--- config.mk ---
export PLATFORM = sky130hd
export DESIGN_NAME = ptw_ctrl
export DESIGN_NICKNAME = d
export VERILOG_FILES = /design/src/hw/rtl/ptw_pkg.sv /design/src/hw/rtl/ptw_ctrl.sv
export SDC_FILE = /design/constraint.sdc
export NUM_CORES = 1
export LEC_CHECK = 0
export BUFFER_PORTS_ARGS = -buffer_cell sky130_fd_sc_hd__buf_2
export CORE_AREA = 2 2 131 133
export DETAILED_ROUTE_END_ITERATION = 10
export DIE_AREA = 0 0 133 135
export SLEW_MARGIN = 20
export SYNTH_ARGS = -nofsm -noshare
export SYNTH_HDL_FRONTEND = slang
export SYNTH_SLANG_ARGS = --single-unit
--- constraint.sdc ---
create_clock -name clk_i -period 4.9 [get_ports clk_i]
set_clock_uncertainty 0.15 [all_clocks]
set_input_delay 0.98 -clock clk_i [delete_from_list [all_inputs] [get_ports clk_i]]
set_output_delay 0.98 -clock clk_i [all_outputs]
set_load 0.02 [all_outputs]
--- src/hw/rtl/ptw_pkg.sv ---
// ----------------------------------------------------------------------------
// ptw_pkg
// Shared constants, types and the table-entry address function for the
// four-level page table walk presence block.
// ----------------------------------------------------------------------------
package ptw_pkg;

  // store depth in 64-bit words, a power of two between 512 and 1048576
  localparam int unsigned TABLE_WORDS = 4096;
  localparam int unsigned ADDR_W      = $clog2(TABLE_WORDS);

  localparam int unsigned ENTRY_W = 64;
  localparam int unsigned ROOT_W  = 52;
  localparam int unsigned VA_W    = 48;
  localparam int unsigned WIDX_W  = 12;
  localparam int unsigned IDX_W   = 9;

  localparam int unsigned L4_SHIFT = 39;
  localparam int unsigned L3_SHIFT = 30;
  localparam int unsigned L2_SHIFT = 21;
  localparam int unsigned L1_SHIFT = 12;

  localparam int unsigned BASE_LSB     = 12;
  localparam int unsigned BIT_PRESENT  = 0;
  localparam int unsigned BIT_PAGESIZE = 7;

  // request type codes
  localparam logic REQ_WRITE = 1'b0;
  localparam logic REQ_QUERY = 1'b1;

  typedef logic [ADDR_W-1:0]  addr_t;
  typedef logic [ENTRY_W-1:0] entry_t;
  typedef logic [ROOT_W-1:0]  root_t;
  typedef logic [IDX_W-1:0]   idx_t;

  typedef struct packed {
    logic   we;
    addr_t  waddr;
    entry_t wdata;
    addr_t  raddr;
  } mem_req_t;

  // word address of entry idx in the table whose byte base is base[51:12]
  function automatic addr_t entry_addr(root_t base, idx_t idx);
    logic [ROOT_W-BASE_LSB+IDX_W-1:0] word;
    word = {base[ROOT_W-1:BASE_LSB], idx};
    return word[ADDR_W-1:0];
  endfunction

endpackage

--- src/hw/rtl/ptw_ctrl.sv ---
// ----------------------------------------------------------------------------
// ptw_ctrl
// Walk sequencer: clears the store after reset, takes entry writes, and
// steps a query through up to four levels with one shared address unit.
// ----------------------------------------------------------------------------
module ptw_ctrl (
  input  logic                     clk_i,
  input  logic                     rst_ni,
  input  logic                     start,
  output logic                     busy,
  input  logic                     req_type_i,
  input  logic [ptw_pkg::WIDX_W-1:0] word_index_i,
  input  ptw_pkg::entry_t          entry_value_i,
  input  logic [ptw_pkg::VA_W-1:0] virt_addr_i,
  input  ptw_pkg::root_t           root_i,
  output ptw_pkg::mem_req_t        mem_req_o,
  input  ptw_pkg::entry_t          rdata_i,
  output logic                     result_strobe_o,
  output logic                     mapped_o
);
  import ptw_pkg::*;

  localparam logic [1:0] ST_CLEAR = 2'd0;
  localparam logic [1:0] ST_IDLE  = 2'd1;
  localparam logic [1:0] ST_WALK  = 2'd2;

  // level of the entry held in the read data register
  localparam logic [1:0] LVL_4 = 2'd3;
  localparam logic [1:0] LVL_3 = 2'd2;
  localparam logic [1:0] LVL_2 = 2'd1;
  localparam logic [1:0] LVL_1 = 2'd0;

  localparam addr_t CLR_LAST = addr_t'(TABLE_WORDS - 1);

  logic [1:0]      state_q, state_d;
  logic [1:0]      lvl_q, lvl_d;
  addr_t           clr_q, clr_d;
  logic [VA_W-1:0] va_q, va_d;
  logic            strobe_q, strobe_d;
  logic            mapped_q, mapped_d;

  logic  accept;
  logic  present;
  logic  pagesize;
  root_t base_sel;
  idx_t  idx_sel;
  idx_t  next_idx;

  assign busy     = (state_q != ST_IDLE);
  assign accept   = start && !busy;
  assign present  = rdata_i[BIT_PRESENT];
  assign pagesize = rdata_i[BIT_PAGESIZE];

  always_comb begin
    unique case (lvl_q)
      LVL_4:   next_idx = va_q[L3_SHIFT +: IDX_W];
      LVL_3:   next_idx = va_q[L2_SHIFT +: IDX_W];
      default: next_idx = va_q[L1_SHIFT +: IDX_W];
    endcase
  end

  // shared address unit: root on the first level, entry base afterwards
  always_comb begin
    if (state_q == ST_WALK) begin
      base_sel = rdata_i[ROOT_W-1:0];
      idx_sel  = next_idx;
    end else begin
      base_sel = root_i;
      idx_sel  = virt_addr_i[L4_SHIFT +: IDX_W];
    end
  end

  always_comb begin
    mem_req_o.we    = 1'b0;
    mem_req_o.waddr = clr_q;
    mem_req_o.wdata = '0;
    mem_req_o.raddr = entry_addr(base_sel, idx_sel);
    state_d  = state_q;
    lvl_d    = lvl_q;
    clr_d    = clr_q;
    va_d     = va_q;
    strobe_d = 1'b0;
    mapped_d = mapped_q;

    unique case (state_q)
      ST_CLEAR: begin
        mem_req_o.we = 1'b1;
        clr_d        = clr_q + addr_t'(1);
        if (clr_q == CLR_LAST) begin
          state_d = ST_IDLE;
        end
      end
      ST_IDLE: begin
        mem_req_o.waddr = addr_t'(word_index_i);
        mem_req_o.wdata = entry_value_i;
        if (accept) begin
          if (req_type_i == REQ_WRITE) begin
            mem_req_o.we = 1'b1;
          end else begin
            va_d    = virt_addr_i;
            lvl_d   = LVL_4;
            state_d = ST_WALK;
          end
        end
      end
      ST_WALK: begin
        priority if (!present) begin
          strobe_d = 1'b1;
          mapped_d = 1'b0;
          state_d  = ST_IDLE;
        end else if (lvl_q == LVL_1 || (pagesize && lvl_q != LVL_4)) begin
          strobe_d = 1'b1;
          mapped_d = 1'b1;
          state_d  = ST_IDLE;
        end else begin
          lvl_d = lvl_q - 2'd1;
        end
      end
      default: begin
        state_d = ST_IDLE;
      end
    endcase
  end

  always_ff @(posedge clk_i or negedge rst_ni) begin
    if (!rst_ni) begin
      state_q  <= ST_CLEAR;
      lvl_q    <= LVL_4;
      clr_q    <= '0;
      strobe_q <= 1'b0;
    end else begin
      state_q  <= state_d;
      lvl_q    <= lvl_d;
      clr_q    <= clr_d;
      strobe_q <= strobe_d;
    end
  end

  always_ff @(posedge clk_i) begin
    va_q     <= va_d;
    mapped_q <= mapped_d;
  end

  assign result_strobe_o = strobe_q;
  assign mapped_o        = mapped_q;

endmodule

Word level (Yosys, flattened, before mapping):

Index checks and enable logic that the tools add are counted.

* multiplexer cells: 22
* add/sub/neg operators: 2
* reductions and logical operators: 11
* eq/ne operators: 14

Operators by type and width (number)
* $mux 76: 1
* $mux 2: 9
* $pmux 9 s2: 1
* $mux 15: 1
* $add 12x1->12 const B: 1
* $eq 12x12->1 const B: 1
* $ne 2x2->1 const B: 6
* $mux 9: 1
* $eq 2x2->1 const B: 3
* $mux 1: 6
* $pmux 2 s3: 1
* $reduce_and 5->1: 1
* $logic_not 2->1: 2
* $ne 2x1->1 const B: 2
* $pmux 2 s2: 1
* $reduce_and 4->1: 1
* $ne 3x2->1 const B: 1
* $reduce_and 3->1: 1
* $eq 2x1->1 const B: 1
* $logic_and 1x1->1: 2
* $pmux 1 s2: 1
* $reduce_and 2->1: 1
* $reduce_bool 2->1: 1
* $sub 2x1->2 const B: 1
* other kinds (2): 2

* input bits: 244
* flip-flop bits (word level): 57
* logic and storage cells: 55

Depth between registers and ports, before layout:

Gate-level depths: netlist (run 1).

* depth in word-level cells: 6
* gate-level depth with buffers: 6
* depth with buffers taken out: 5

Worst setup path before layout (run 1):

Ideal clock, no wire load.

* path type: register to output
* from: register lvl_q[0]
* to: output mem_req_o[0] (netlist name)
* slack: 2035 ps
* arrival time: 1735 ps
* required time: 3770 ps
* stages on the path, launching flop included: 7
* buffers on the path: 1
* cell sequence: dfstp_2 -> inv_1 -> ha_1 -> buf_1 -> nor2_1 -> a21oi_1 -> o21ai_1

RTL lines
* start, declared: RTL line ptw_ctrl.sv:36 `logic [1:0] lvl_q, lvl_d;`
* start signal, assigned: RTL line ptw_ctrl.sv:133 `lvl_q <= lvl_d;`
* end, declared: RTL line ptw_ctrl.sv:16 `output ptw_pkg::mem_req_t mem_req_o,`

==> results of run 1 <==
-- Yosys cell counts, types with 2 or more instances --
cell | count | area [um^2]
and2_1 | 65 | 407
edfxtp_1 | 28 | 841
nand2_1 | 19 | 71.3
dfrtp_1 | 15 | 375
a21oi_1 | 11 | 55.1
mux2_1 | 11 | 124
o21ai_1 | 11 | 55.1
a22o_1 | 9 | 78.8
clkbuf_1 | 6 | 22.5
xnor2_1 | 6 | 52.6
inv_1 | 5 | 18.8
xor2_1 | 5 | 43.8
buf_2 | 4 | 20.0
ha_1 | 4 | 50.1
nand3_1 | 4 | 20.0
nor2_1 | 4 | 15.0
nand2b_1 | 3 | 18.8
nor3_1 | 3 | 15.0
buf_6 | 2 | 22.5
dfstp_2 | 2 | 52.6
mux2_2 | 2 | 22.5
nand4_1 | 2 | 12.5
nor2b_1 | 2 | 12.5
-- layout by cell type (no fill, tap or decap), types with 2 or more instances in the layout --
cell       instances
nor3_1             3
xor2_1             5
nor2b_1            2
dfrtp_1           15
buf_2            215
inv_1              5
o21ai_1           11
nand2_1           19
dfstp_2            2
nand4_1            2
nand3_1            4
a22o_1             9
buf_4              2
a21oi_1           11
edfxtp_1          28
ha_1               4
nand2b_1           3
bufinv_16          2
xnor2_1            6
clkbuf_16          5
mux2_1            11
nor2_1             4
and2_1            65
mux2_2             2
-- cell families (layout without fill, tap and decap cells) --
family	count (synthesis)	in the layout	synth area share
other cells	0	1	0
mux	14	14	0.0615
simple gates	111	111	0.263
flops	45	45	0.499
fa+ha+maj	4	4	0.0197
buf+inv	19	231	0.0359
compound gates	34	34	0.0831
xor+xnor	11	11	0.0379
-- sequential cells by signal, indices dropped and copies added, names as in the netlist --
name	count
va_q	27
clr_q	12
lvl_q	2
state_q	2
mapped_o	1
result_strobe_o	1
-- routing by layer --
metal | wire (um) | vias to the layer above
met1 | 3490 | 1137
met4 | 102 | 0
met3 | 925 | 7
met5 | 0 | -
met2 | 4300 | 153
li1 | - | 1239
-- cell type report --
| class | instances | share of cell area |
|---|---|---|
| timing repair buffer | 217 | 0.270 |
| tap | 220 | 0.0682 |
| clock inverter | 3 | 0.0170 |
| clock buffer | 5 | 0.0310 |
| inverter | 6 | 0.00558 |
| antenna | 1 | 0.000620 |
| sequential | 45 | 0.314 |
| multi-input combinational | 174 | 0.293 |
-- stage by stage --
step / power [mW] / hold WS [ns] / setup slack [ns] / cell area (um^2) / utilization
finish: 0.916 / 0.354 / 1.34 / 4040 / 0.246
global route: 0.952 / 0.383 / 1.12 / 4040 / 0.246
CTS: 0.932 / 0.356 / 1.27 / 4040 / 0.246
detailed placement: 0.482 / 0.346 / 1.59 / 3840 / 0.234
global placement: 0.482 / 0.348 / 1.60 / 3840 / 0.234
floorplan: 0.424 / 0.309 / 2.04 / 2540 / -
-- how the worst min path moves through the flow --
stage,from,endpoint,slack (ns),cells past startpoint
global placement,clr_q[10],clr_q[10],0.35,1
floorplan,clr_q[10],clr_q[10],0.31,1
detailed placement,clr_q[10],clr_q[10],0.35,1
finish,clr_q[10],clr_q[10],0.35,1
CTS,clr_q[10],clr_q[10],0.36,1
global route,clr_q[10],clr_q[10],0.38,1
-- power by group through the flow --
stage / registers [mW] / logic [mW] / clock network [mW]
after global routing: 0.403 / 0.0771 / 0.471
after CTS: 0.403 / 0.0711 / 0.458
after detailed placement: 0.411 / 0.0706 / 0
after global placement: 0.411 / 0.0701 / 0
after floorplan: 0.412 / 0.0129 / 0
final: 0.404 / 0.0691 / 0.443
==> summary.md, run 1 <==
| Metric | Value |
|---|---|
| Outcome | completed |
| Total negative slack | 0 ns |
| Tmin final | 3.56 ns |
| Crit. End Element | primary output |
| Capture point of the critical path | mem_req_o[8] |
| Vias | 2,536 |
| Antenna-violating nets left | 0 |
| Gr busiest metal | met2 |
| FP Rows | 47 |
| Largest net degree at the start of global routing | 43 |
| GR Util met3 | 0.0252 |
| Fin cells | 671 |
| Leak Pwr | 2.08 nW |
| Clk_lat worst skew | 0.29 ns |
| PwrDens | 227 nW/um^2 |
| Pre-antenna DRT Iters | 4 |
| Aggregate routed wire length | 8810 um |
| Root Driver | clkbuf_16 |
| Syn Area/Cell | 10.7 um^2 |
| Sink Count | 45 |
| Vias in the first global route | 2,386 |
| FF-to-FF path depth | 2 |
| Filler instances | 1,771 |
| Number of synthesized flops with an enable pin | 28 |
| Initial antenna violation count | 1 |
| Wire per inst | 13.1 um |
| Clock slew at reported path FFs | 0.06 ns |
| Share of cells above drive strength 1 | 0.520 |
| Chip Height | 135 um |
| Postcts setup bufs | 0 |
| Max Cap Viol | 0 |
| Seq pwr share | 0.441 |
| Min-Delay Path Class | reg -> reg |
| Async S/R FF share, synth | 0.378 |
| Synthesized net count | 486 |
| Critical-path cell list | inv_1, ha_1, nor2_1, a21oi_1, o21ai_1, buf_2 |
| Peak VDD IR | 0.206 mV |
| Worst setup path class | reg -> out |
| Top FF cell, synth | edfxtp_1 |
| Sw frac | 0.194 |
| Reg-to-reg startpoint | state_q[0] |
| CP Launch Point | lvl_q[0] |
| Die W | 133 um |
| Routing usage on met2 | 0.163 |
| Post-cts hold buffer count | 0 |
| Worst path depth | 6 |
| CP top delay family | flip-flops |
| CTS buffer count | 5 |
| R2r setup slk | 2.95 ns |
| Mapped Cells | 238 |
| GRT met1 Usage | 0.108 |
| Yosys cell types | 38 |
| Post-synthesis sequential area ratio | 0.499 |
| RePlAce Congestion | 0.703 |
| Placed Instances | 662 |
| RSZ-0062 raised after global routing | no |
| Core area | 16,400 um^2 |
| Mapped Area | 2540 um^2 |
| P&R area growth vs syn | 58.8% |
| Crit share post-route | 0.726 |
| Die area | 18,000 um^2 |
| Max Slew Vio Count | 0 |
| CTS resizes | 0 |
| CP max stage delay | 0.55 ns |
| Clock share of power | 0.484 |
| Drt via density | 3.78 |
| Final #Nets | 697 |
| DRC Markers | 0 |
| Total global routing overflow | 0 |
| Reg area | 1270 um^2 |
| Fmax | 281 MHz |
| Final setup fails | 0 |
| Worst-path fanout max | 10 |
| Multi-input gate area | 1180 um^2 |
| Ys Warns | 0 |
| Critical Path AT | 2.43 ns |
| CP Launch Type | register |
| H-tree levels | 2 |
| DP Wirelength | 7330 um |
| DRC marker count from the first detailed-route iteration | 47 |
| Slew headroom | 0.360 |
| CP Buf/Inv Count | 2 |
| IO Count | 336 |
| Net switching power | 0.178 mW |
| Int Pwr | 0.738 mW |
| Logic pwr share | 0.075 |
| CTS Buffer Depth | 2 |
| Hold violation total from the final report | 0 |
| First-pass GRT wire length | 12,600 um |
| R2R Path End | mapped_o |
| Synthesis-stage register bit count | 45 |
| Critical path required time | 3.77 ns |
| Worst Tran Pin Value | 0.960 ns |
| CTS tree | built |
| Slowest CP cell | dfstp_2 |
| Number of port buffers | 215 |
| Starting Density | 0.155 |
| GRT Total Usage | 0.0921 |
No activity file was read; power rests on OpenSTA's default activity.
==> run 2: changes to the inputs <==
==> constraint.sdc (replaced) <==
create_clock -name clk_i -period 3.1 [get_ports clk_i]
set_clock_uncertainty 0.15 [all_clocks]
set_input_delay 0.62 -clock clk_i [delete_from_list [all_inputs] [get_ports clk_i]]
set_output_delay 0.62 -clock clk_i [all_outputs]
set_load 0.02 [all_outputs]
==> run 2 against run 1 <==
Effect of this change: routed wire length is 1.0% lower; count of clock-buffer cells in the layout did not move; first-iteration DRC count grew 51%; critical path type unchanged; critical endpoint is now mem_req_o[5]; largest power group is now registers.
==> summary.md, run 2 (same netlist as run 1, synthesis figures left out) <==
| Metric | Value |
|---|---|
| Outcome | completed |
| Worst setup path class | reg -> out |
| Critical Path AT | 2.14 ns |
| RePlAce Congestion | 0.700 |
| Worst Tran Pin Value | 0.471 ns |
| Largest registers | va_q: 27 flops, clr_q: 12 flops |
| Largest net degree at the start of global routing | 69 |
| Slowest CP cell | dfstp_2 |
| CP Launch Type | register |
| Core area | 16,400 um^2 |
| Hold violation total from the final report | 0 |
| PwrDens | 334 nW/um^2 |
| R2r setup slk | 1.32 ns |
| Starting Density | 0.155 |
| Reg-to-reg startpoint | lvl_q[0] |
| Pre-antenna DRT Iters | 4 |
| Final setup fails | 0 |
| Filler instances | 1,768 |
| Root Driver | clkbuf_16 |
| Final #Nets | 700 |
| Total negative slack | 0 ns |
| Sw frac | 0.200 |
| FF-to-FF path depth | 4 |
| Critical path required time | 2.33 ns |
| CTS Buffer Depth | 2 |
| H-tree levels | 2 |
| Total global routing overflow | 0 |
| Largest Register | va_q |
| Placed Instances | 665 |
| FP Rows | 47 |
| Max reg flops | 27 |
| Crit. End Element | primary output |
| Net switching power | 0.269 mW |
| Aggregate routed wire length | 8720 um |
| Drt via density | 3.72 |
| Clk_lat worst skew | 0.29 ns |
| Most common cell after layout, fill and taps aside | buf_2 |
| DRC marker count from the first detailed-route iteration | 71 |
| Clock slew at reported path FFs | 0.06 ns |
| Commonest non-fill, non-tap cells in the layout | buf_2, and2_1, edfxtp_1 |
| GRT Total Usage | 0.0904 |
| Max Cap Viol | 0 |
| Wire per inst | 12.9 um |
| Fmax | 344 MHz |
| Postcts setup bufs | 0 |
| Critical-path cell list | inv_1, ha_1, nor2_1, buf_4, a21oi_1, o21ai_1, buf_2 |
| CTS tree | built |
| First-pass GRT wire length | 12,400 um |
| Leak Pwr | 2.08 nW |
| CP max stage delay | 0.55 ns |
| IO Count | 336 |
| CTS resizes | 0 |
| Die area | 18,000 um^2 |
| Initial antenna violation count | 1 |
| Antenna-violating nets left | 0 |
| Tmin final | 2.91 ns |
| Vias in the first global route | 2,364 |
| Slew headroom | 0.686 |
| Seq pwr share | 0.473 |
| Sink Count | 45 |
| Peak VDD IR | 0.275 mV |
| Crit share post-route | 0.938 |
| Logic pwr share | 0.081 |
| DRC Markers | 0 |
| CTS buffer count | 5 |
| Clock share of power | 0.446 |
| RSZ-0062 raised after global routing | no |
| Int Pwr | 1.08 mW |
| Die W | 133 um |
| P&R area growth vs syn | 58.6% |
| DP Wirelength | 7240 um |
| Share of cells above drive strength 1 | 0.521 |
| Max Slew Vio Count | 0 |
| Worst-path fanout max | 10 |
| R2R Path End | state_q[0] |
| Fin cells | 674 |
| Vias | 2,504 |
| Number of port buffers | 215 |
| Chip Height | 135 um |
| Min-Delay Path Class | in -> async |
| Post-cts hold buffer count | 0 |
## run 2: changes by cell type in the layout (fill, tap and decap cells not counted), sizes merged
cell	change
buf	+3
bufinv	-1
clkinv	+1
clkinvlp	+1
inv	-1
## run 2: how the worst max path moves through the flow
stage | start | endpoint | slack, ns | cells past startpoint
4_1_cts | lvl_q[0] | mem_req_o[5] | 0.09 | 7
3_5_place_dp | lvl_q[0] | mem_req_o[5] | 0.42 | 7
5_1_grt | lvl_q[0] | mem_req_o[5] | 0.02 | 7
6_report | lvl_q[0] | mem_req_o[5] | 0.19 | 7
3_3_place_gp | lvl_q[0] | mem_req_o[5] | 0.43 | 7
2_1_floorplan | lvl_q[0] | mem_req_o[0] | 0.60 | 6
## run 2: stage by stage
step           setup slack, ns  hold WS, ns  power [mW]   util  cell area [um^2]
6_report                 0.193       0.0906        1.35  0.246              4030
5_1_grt                 0.0204        0.112        1.41  0.246              4030
4_1_cts                 0.0906       0.0958        1.37  0.246              4030
3_5_place_dp             0.420        0.350       0.761  0.236              3860
3_3_place_gp             0.430        0.345       0.761  0.236              3860
2_1_floorplan            0.595        0.174       0.671      -              2540
## run 2: power by group through the flow
stage | Combinational [mW] | Sequential, mW | Clock (mW)
final | 0.109 | 0.638 | 0.602
after global routing | 0.121 | 0.637 | 0.652
after CTS | 0.112 | 0.638 | 0.625
after detailed placement | 0.111 | 0.650 | 0
after global placement | 0.111 | 0.650 | 0
after floorplan | 0.0204 | 0.651 | 0
## run 2: metal layers
layer | track usage | up-vias | wire length (um) | part of all wire
li1 | - | 1244 | - | -
met2 | 0.163 | 147 | 4250 | 0.49
met1 | 0.106 | 1105 | 3540 | 0.41
met3 | 0.0206 | 8 | 823 | 0.094
met5 | 0 | - | 0 | 0
met4 | 0.0305 | 0 | 108 | 0.012
## run 2: critical path, delay by kind of cell, from the launching register on
family / cells / cell delay, ns
AND/OR/NAND/NOR: 1 / 0.22
buffers and inverters: 3 / 0.48
AO/OA/AOI/OAI: 2 / 0.25
flip-flops: 1 / 0.55
adder cells (fa/ha/maj): 1 / 0.34
## run 2: area by class of cell
type	count	area, um^2	share of cell area
well taps	220	275	0.0682
diodes	1	2.50	0.000620
clock buffers	5	125	0.0310
repair buffers	220	1110	0.276
multi-input cells	174	1180	0.294
flip-flops and latches	45	1270	0.315
inverters	6	22.5	0.00558
clock inverters	3	41.3	0.0102
